$ cat src/sv/swm_pkg.sv
// shared types and constants for the sliding window median block
package swm_pkg;

    localparam int VALUE_W = 31;

    typedef logic [VALUE_W-1:0] value_t;

    // value handed between neighboring cells, with its less-than flag
    typedef struct packed {
        value_t value;
        logic   lt;
    } link_t;

endpackage

$ cat src/sv/swm_if.sv
// stream interfaces for the sample and median channels
interface swm_sample_if;
    logic                 valid;
    logic                 ready;
    swm_pkg::value_t      sample;

    modport source (output valid, output sample, input ready);
    modport sink (input valid, input sample, output ready);
endinterface

interface swm_median_if;
    logic                 valid;
    logic                 ready;
    swm_pkg::value_t      median;

    modport source (output valid, output median, input ready);
    modport sink (input valid, input median, output ready);
endinterface

$ cat src/sv/swm_cell.sv
// one cell: a delay line tap and one slot of the sorted window
module swm_cell
(
    input  logic            clk,
    input  logic            rst_n,
    input  logic            shift_en,
    input  swm_pkg::value_t fresh,
    input  swm_pkg::value_t old,
    input  swm_pkg::value_t ring_in,
    output swm_pkg::value_t ring_out,
    input  swm_pkg::link_t  from_right,
    output swm_pkg::link_t  to_left,
    input  swm_pkg::link_t  from_left,
    output swm_pkg::link_t  to_right,
    output swm_pkg::value_t slot
);

    swm_pkg::value_t ring_reg;
    swm_pkg::value_t slot_reg;
    swm_pkg::value_t slot_next;
    swm_pkg::value_t kept;
    logic            below_old;
    logic            below_new;
    logic            kept_lt;

    // own compares; the new-value compare is shared with the left neighbor
    assign below_old = slot_reg < old;
    assign below_new = slot_reg < fresh;

    // slot after the old value is taken out: keep own or pull from the right
    assign kept    = below_old ? slot_reg : from_right.value;
    assign kept_lt = below_old ? below_new : from_right.lt;

    // insert: stay below the new value, take the new value, or pull from the left
    always_comb
    begin
        if (kept_lt)
        begin
            slot_next = kept;
        end
        else if (from_left.lt)
        begin
            slot_next = fresh;
        end
        else
        begin
            slot_next = from_left.value;
        end
    end

    always_ff @(posedge clk or negedge rst_n)
    begin
        if (!rst_n)
        begin
            ring_reg <= '0;
            slot_reg <= '0;
        end
        else if (shift_en)
        begin
            ring_reg <= ring_in;
            slot_reg <= slot_next;
        end
    end

    assign ring_out       = ring_reg;
    assign slot           = slot_reg;
    assign to_left.value  = slot_reg;
    assign to_left.lt     = below_new;
    assign to_right.value = kept;
    assign to_right.lt    = kept_lt;

endmodule

$ cat src/sv/sliding_window_median.sv
// a median is shown in the cycle after its sample transaction is accepted
// throughput: one sample per cycle unless stalled, all cells update in the same cycle
// a new sample is accepted whenever the median register is empty or being taken
// reset: asynchronous, clears the delay line and the sorted window to zero
// and empties the median register, so early medians include those zeros
module sliding_window_median
#(
    parameter int WINDOW_SIZE = 19
)
(
    input  logic                clk,
    input  logic                rst_n,
    swm_sample_if.sink          din,
    swm_median_if.source        dout
);

    localparam int MID = WINDOW_SIZE / 2;

    // per-cell wiring; left and right links each carry one extra entry for the chain ends
    swm_pkg::value_t ring   [WINDOW_SIZE];
    swm_pkg::value_t slots  [WINDOW_SIZE];
    swm_pkg::link_t  lefts  [WINDOW_SIZE+1];
    swm_pkg::link_t  rights [WINDOW_SIZE+1];

    logic            accept;
    logic            out_valid_reg;
    logic            out_valid_next;
    swm_pkg::value_t oldest;

    // a stalled median holds because no sample is taken until it drains
    assign din.ready = !out_valid_reg || dout.ready;
    assign accept    = din.valid && din.ready;

    // the sample leaving the window sits at the tail of the delay line
    assign oldest = ring[WINDOW_SIZE-1];

    // left end: everything to the left counts as below the new sample
    assign lefts[0].value = '0;
    assign lefts[0].lt    = 1'b1;

    // right end: nothing beyond the last slot is below the new sample
    assign rights[WINDOW_SIZE].value = '0;
    assign rights[WINDOW_SIZE].lt    = 1'b0;

    genvar gi;
    generate
        for (gi = 0; gi < WINDOW_SIZE; gi++)
        begin : g_cell
            swm_pkg::value_t ring_feed;

            if (gi == 0)
            begin : g_head
                assign ring_feed = din.sample;
            end
            else
            begin : g_tap
                assign ring_feed = ring[gi-1];
            end

            swm_cell u_cell
            (
                .clk        (clk),
                .rst_n      (rst_n),
                .shift_en   (accept),
                .fresh      (din.sample),
                .old        (oldest),
                .ring_in    (ring_feed),
                .ring_out   (ring[gi]),
                .from_right (rights[gi+1]),
                .to_left    (rights[gi]),
                .from_left  (lefts[gi]),
                .to_right   (lefts[gi+1]),
                .slot       (slots[gi])
            );
        end
    endgenerate

    // median register is the middle slot itself; only its valid flag is kept here
    always_comb
    begin
        if (accept)
        begin
            out_valid_next = 1'b1;
        end
        else if (dout.ready)
        begin
            out_valid_next = 1'b0;
        end
        else
        begin
            out_valid_next = out_valid_reg;
        end
    end

    always_ff @(posedge clk or negedge rst_n)
    begin
        if (!rst_n)
        begin
            out_valid_reg <= 1'b0;
        end
        else
        begin
            out_valid_reg <= out_valid_next;
        end
    end

    assign dout.valid  = out_valid_reg;
    assign dout.median = slots[MID];

endmodule

$ cat src/flat_wrapper.sv
// flat-port wrapper written by rule: the top's interface ports become plain ports
module sliding_window_median_flat 
#(
    parameter int WINDOW_SIZE = 19
)
  (clk, rst_n, din_valid, din_sample, din_ready, dout_valid, dout_median, dout_ready);
  swm_sample_if din_i ();
  swm_median_if dout_i ();
  input  logic clk;
  input  logic rst_n;
  input wire logic [$bits(din_i.valid)-1:0] din_valid;
  input wire logic [$bits(din_i.sample)-1:0] din_sample;
  output wire logic [$bits(din_i.ready)-1:0] din_ready;
  output wire logic [$bits(dout_i.valid)-1:0] dout_valid;
  output wire logic [$bits(dout_i.median)-1:0] dout_median;
  input wire logic [$bits(dout_i.ready)-1:0] dout_ready;
  assign din_i.valid = din_valid;
  assign din_i.sample = din_sample;
  assign din_ready = din_i.ready;
  assign dout_valid = dout_i.valid;
  assign dout_median = dout_i.median;
  assign dout_i.ready = dout_ready;
  sliding_window_median #(.WINDOW_SIZE(WINDOW_SIZE)) u_core (.clk(clk), .rst_n(rst_n), .din(din_i), .dout(dout_i));
endmodule
$ cat config.mk
export PLATFORM = sky130hd
export DESIGN_NAME = sliding_window_median_flat
export DESIGN_NICKNAME = d
export VERILOG_FILES = /design/src/sv/swm_pkg.sv /design/src/sv/swm_if.sv /design/src/sv/swm_cell.sv /design/src/sv/sliding_window_median.sv /design/src/flat_wrapper.sv
export SDC_FILE = /design/constraint.sdc
export NUM_CORES = 2
export LEC_CHECK = 0
export BUFFER_PORTS_ARGS = -buffer_cell sky130_fd_sc_hd__buf_2
export CORE_ASPECT_RATIO = 0.75
export CORE_MARGIN = 10
export CORE_UTILIZATION = 62
export CTS_CLUSTER_DIAMETER = 30
export CTS_CLUSTER_SIZE = 8
export DETAILED_ROUTE_END_ITERATION = 8
export GPL_TIMING_DRIVEN = 0
export PLACE_DENSITY = 0.81
export SLEW_MARGIN = 30
export SYNTH_ARGS = -nofsm -noshare
export SYNTH_HDL_FRONTEND = slang
export SYNTH_SLANG_ARGS = --single-unit
$ cat constraint.sdc
create_clock -name clk -period 10.1 [get_ports clk]
set_input_delay 1.01 -clock clk [delete_from_list [all_inputs] [get_ports clk]]
set_output_delay 1.01 -clock clk [all_outputs]
set_load 0.02 [all_outputs]
# Word-level counts from Yosys, hierarchy flattened
# Cells that the tools add are included.
[word_totals]
regBits = 1179
inputBits = 35
out_inout_bits = 33
elab_cells = 160
[classes]
order_cmp = 38
n_eq_ne = 1
muxes = 77
n_reduce_logical = 5
[op_table]
columns = ["operator", "count"]
rows = [
  ["31-bit two-way mux", 56],
  ["31-bit < comparator", 38],
  ["1-bit two-way mux", 21],
  ["2-bit inequality test, second input constant", 1],
  ["2-bit AND reduction", 1],
  ["2-bit nonzero test", 1],
  ["1-bit logical AND", 1],
  ["1-bit logical NOT", 1],
  ["1-bit logical OR", 1],
]

# Depth between registers and ports, before layout
[depth]
ltp_word = 4
mapped_depth = 15
mapped_depth_nobuf = 11

# Modules after synthesis
# A second synthesis with hierarchy kept.
[unflattened]
hier_cells = 10057
hier_area_um2 = 99431.6
[by_module_without_submodules]
columns = ["mod", "instances", "cells_per_inst", "area_per_inst_um2", "seq_area_each_um2"]
rows = [
  ["swm_cell", 19, 529, 5230.0, 1551.5],
  ["sliding_window_median", 1, 6, 61.3, 25.0],
]

# Worst setup path before layout
# No wires, ideal clock.
[synth_path]
path_kind = "input port to flip-flop"
startpoint = "input din_sample[12]"
endpoint = "register u_core.g_cell[9].u_cell.slot_reg[0]"
setup_time_ns = 0.139
arrival_ns = 3.957
t_required_ns = 9.961
slack_ns = 6.004
stages = 13
path_buffers = 3
path_cell_list = "clkbuf_1 -> inv_1 -> ha_1 -> a21o_1 -> a21o_1 -> a221o_1 -> a31o_2 -> a311oi_1 -> mux2_2 -> or2_1 -> clkbuf_1 -> buf_2 -> o221ai_1"
[synth_between]
elab_chain_cells = 4
elab_cells_between_ends = 7
classes_between = "order compare (3); mux (4)"
[synth_lines]
columns = ["element", "line", "source"]
rows = [
  ["from (decl)", "flat_wrapper.sv:12", "input wire logic [$bits(din_i.sample)-1:0] din_sample;"],
  ["31-bit < comparator", "swm_cell.sv:28", "assign below_new = slot_reg < fresh;"],
  ["1-bit two-way mux", "swm_cell.sv:32", "assign kept_lt = below_old ? below_new : from_right.lt;"],
  ["31-bit two-way mux", "swm_cell.sv:41", "else if (from_left.lt)"],
  ["31-bit two-way mux (*)", "swm_cell.sv:37", "if (kept_lt)"],
  ["to (signal assigned)", "swm_cell.sv:61", "slot_reg <= slot_next;"],
  ["to (decl)", "swm_cell.sv:19", "swm_pkg::value_t slot_reg;"],
]
# Every way passes the cells marked *; elsewhere a longest branch is shown, timed or not.
# A chain may end at the register's enable or synchronous reset.

# Worst setup path in the final report
[layout_path]
startpoint = "input din_sample[30]"
endpoint = "register u_core.g_cell[8].u_cell.slot_reg[17]"
[layout_between]
elab_chain_cells = 4
elab_cells_between_ends = 7
classes_between = "order compare (3); mux (4)"
[layout_lines]
columns = ["element", "line"]
rows = [
  ["31-bit < comparator", "swm_cell.sv:28"],
  ["1-bit two-way mux", "swm_cell.sv:32"],
  ["31-bit two-way mux", "swm_cell.sv:41"],
  ["31-bit two-way mux (*)", "swm_cell.sv:37"],
  ["to (signal assigned)", "swm_cell.sv:61"],
  ["to (decl)", "swm_cell.sv:19"],
]
# Marks and branches as above.

==> impl_metrics.csv <==
group,metric,value,unit
logic_synthesis,synth_top_area_share,35.9,%
clocking,cts-resized-gates,0,
setup_path,crit_chain,"clkbuf_1, inv_2, ha_1, and4_1, a221oi_2, nand3_1, a311oi_2, or2_2, buf_2, mux2i_2, nand2_1, clkbuf_1, o21ai_0",
setup_path,crit_arrival,7190,ps
setup_path,ff2ff_setup_slack,4270,ps
outcome,failed_checks,"DRC",
clocking,htreeDepth,5,
pwr,pwr_density_cell,386,nW/µm²
die,dieArea,148000,µm²
logic_synthesis,synthMuxAreaShare,8.44,%
setup_path,cpPeakStageDelay,830,ps
logic_synthesis,synth_ff_type,"dfrtp_1",
finish,drive_gt1_share,9.92,%
pwr,leakage,0.0440,µW
logic_synthesis,yosys.area.top_type,"dfrtp_1",
sta,skew,56.3,ps
die,io_pins,68,
setup_path,timing.rr.end,"u_core.g_cell[0].u_cell.slot[28]",
setup_path,startpoint_type,"primary input",
setup_path,timing.rr.start,"u_core.g_cell[18].u_cell.ring_out[20]",
sta,finalCriticalPeriod,6450,ps
global_route,overflow,0,
die,fp.dieH,335,µm
logic_synthesis,async_flop_share,100,%
logic_synthesis,yosys.area_share.simple,14.8,%
worst_hold_path,min_path_type,"in2async",
logic_synthesis,synthesis.area,82200,µm²
sta,drv_slew,0,
detailed_routing,wl_per_cell,29.6,µm
logic_synthesis,synth_seq_cells,1179,
setup_path,path_buf_inv,4,
logic_synthesis,ys_types,73,
logic_synthesis,ys.warnings.count,0,
placed_design,place.gp.congestion,1.03,
detailed_routing,drtPass1Iterations,9,
logic_synthesis,syn-num-nets,10300,
detailed_routing,vias_per_cell,7.19,
finish,syn_to_final_growth,14.4,%
clocking,root_buffer,"clkbuf_16",
clocking,hold_buffers,0,
die,core,131000,µm²
sta,tightest_slew,1280,ps
setup_path,worstPathRequired,10840,ps
die,rows,115,
die,start_util,62.6,%
sta,setup_viol,0,
setup_path,critPathLaunch,"din_sample[30]",
clocking,clock_latency,920,ps
finish,final_net_count,10600,
clocking,cts_setup_buffers,0,
logic_synthesis,avgSynthCellArea,9.05,µm²
global_route,antenna_found_initial,23,
setup_path,cp_max_fo,22,
clocking,clkTransAtPathRegs,50,ps
sta,max-slew-margin-rel,14.5,%
setup_path,worst_path_max_delay_cell,"a311oi_2",
logic_synthesis,synth_edf_count,0,
logic_synthesis,syn_inst,9088,
logic_synthesis,yosysMostFrequentCell,"nand2_1",
clocking,cts_tree,"yes",
pwr,vdd_drop_max,0.242,mV
detailed_routing,first_iter_violations,13700,
logic_synthesis,synthAdderAreaFrac,17.3,%
outcome,status,"complete, but fails checks",
job,max_cap_viol_count,0,
logic_synthesis,synth_common_cells,"2016 x nand2_1, 1179 x dfrtp_1, 1140 x ha_1, 672 x a21oi_1, 480 x clkbuf_1",
placed_design,port_buffers,37,
detailed_routing,vias,81700,
detailed_routing,final_antenna_net_count,0,
sta,min_period_over_period,63.9,%
global_route,grt_use_total,44.0,%
detailed_routing,drc,1,
clocking,cts.sinks,1179,
sta,holdWs,72.7,ps
clocking,cts_buffer_depth,4,
sta,fmaxAchievable,155,MHz
setup_path,worstRegToRegCells,11,
logic_synthesis,ys_top_cells_by_area,"dfrtp_1 36%, ha_1 17%, nand2_1 9.2%",
setup_path,crit_path_frequent_cell,"clkbuf_1",
logic_synthesis,synth_compound_area_share,19.9,%
setup_path,critPathTopFamily,"buffers and inverters",
die,die_width,441,µm
sta,setup_tns,0,ps
detailed_routing,routed_wl,337000,µm
global_route,grt_pass1_vias,77900,
logic_synthesis,synth_xor_area_share,0,%
sta,rsz0062_at_grt,"false",
finish,num-fill-cells,9737,
global_route,grt_max_degree,130,
logic_synthesis,synth_top_family_by_area,"compound AO/OA/AOI/OAI gates",
setup_path,critical_path_class,"in2reg",
clocking,cts_made_buffers,277,
sta,final-hold-violation-count,0,
setup_path,end_kind,"flop",
placed_design,place_hpwl,243000,µm
global_route,grt_first_pass_wirelength,492000,µm
logic_synthesis,ys_seq_area_share,35.9,%
-- worst reg2reg max path, cell delays in order (launching register included) --
cell      delay (ps)
dfrtp_1          360
inv_2            640
ha_1             310
nand4_1          360
nor2_1           570
o21ai_0          520
a31oi_1          530
o21ai_2          380
a21oi_1         1090
clkbuf_1         550
nor2_1            90
a221oi_1         280
-- cell usage in the layout, fill, tap and decap left out, types with 96 or more instances in the layout --
cell type,instances
mux2_2,250
dfrtp_1,1179
ha_1,1140
mux2i_1,404
a221oi_1,111
o32ai_1,156
buf_2,108
clkbuf_16,284
a21o_1,259
nand4_1,151
o21ai_0,352
o211ai_1,138
nor2_1,312
clkbuf_1,487
nand2_1,2016
a21oi_1,668
o22ai_1,218
nand3_1,102
a22oi_1,96
inv_1,116
-- per-stage QoR --
stage          cells  cell area [µm²]  power (µW)  utilization [%]  setup slack (ps)
6_report       11400            94100       36300             71.6              3650
5_1_grt        11400            94100       37800             71.6              3920
4_1_cts        11300            94000       34900             71.5              4300
3_5_place_dp   10900            85000       25900             64.7              3400
3_3_place_gp   10900            84600       25000             64.4            -17910
2_1_floorplan   9088            82200       20000                -              6000
-- power by group --
| part | internal [µW] | leakage [µW] | switching, µW |
|---|---|---|---|
| combinational | 7110 | 0.0252 | 11200 |
| sequential | 6390 | 0.0144 | 2790 |
| clock | 5940 | 0.00436 | 2840 |
| total | 19400 | 0.0440 | 16800 |
-- area by class of cell --
cell class                      count  area [µm²]  share of cell area (%)
Clock inverter                     93        1180                    1.26
Timing Repair Buffer               54         531                   0.564
Sequential cell                  1179       29500                    31.4
Inverter                          177         664                   0.706
Tap cell                         1755        2200                    2.33
Clock buffer                      352        7740                    8.23
Buffer                            589        2410                    2.56
Multi-Input combinational cell   7143       49800                    52.9
Antenna cell                       21        52.6                  0.0559
-- how the worst max path moves through the flow --
| stage | slack (ps) | endpoint | cells after the start |
|---|---|---|---|
| floorplan | 6000 | u_core.g_cell[9].u_cell.slot[0] | 13 |
| global placement | -17910 | u_core.g_cell[17].u_cell.slot[23] | 1 |
| detailed placement | 3400 | u_core.g_cell[8].u_cell.slot[16] | 14 |
| CTS | 4300 | u_core.g_cell[8].u_cell.slot[17] | 14 |
| global route | 3920 | u_core.g_cell[8].u_cell.slot[10] | 14 |
| finish | 3650 | u_core.g_cell[8].u_cell.slot[17] | 13 |
-- logic make-up after synthesis --
family | after synthesis
AOI/OAI and AO/OA | 2472
and+or+nand+nor | 2871
adders and majority gates | 1140
muxes | 660
buffers and inverters | 766
DFF | 1179
-- layer usage --
metal	GRT usage (%)	vias up	wire [µm]
li1	-	34300	-
met1	60.3	39700	132000
met2	54.7	6499	124000
met3	26.1	1158	65700
met4	17.8	14	15100
met5	1.07	-	418
Note: power is estimated with default switching activity, not from simulation.
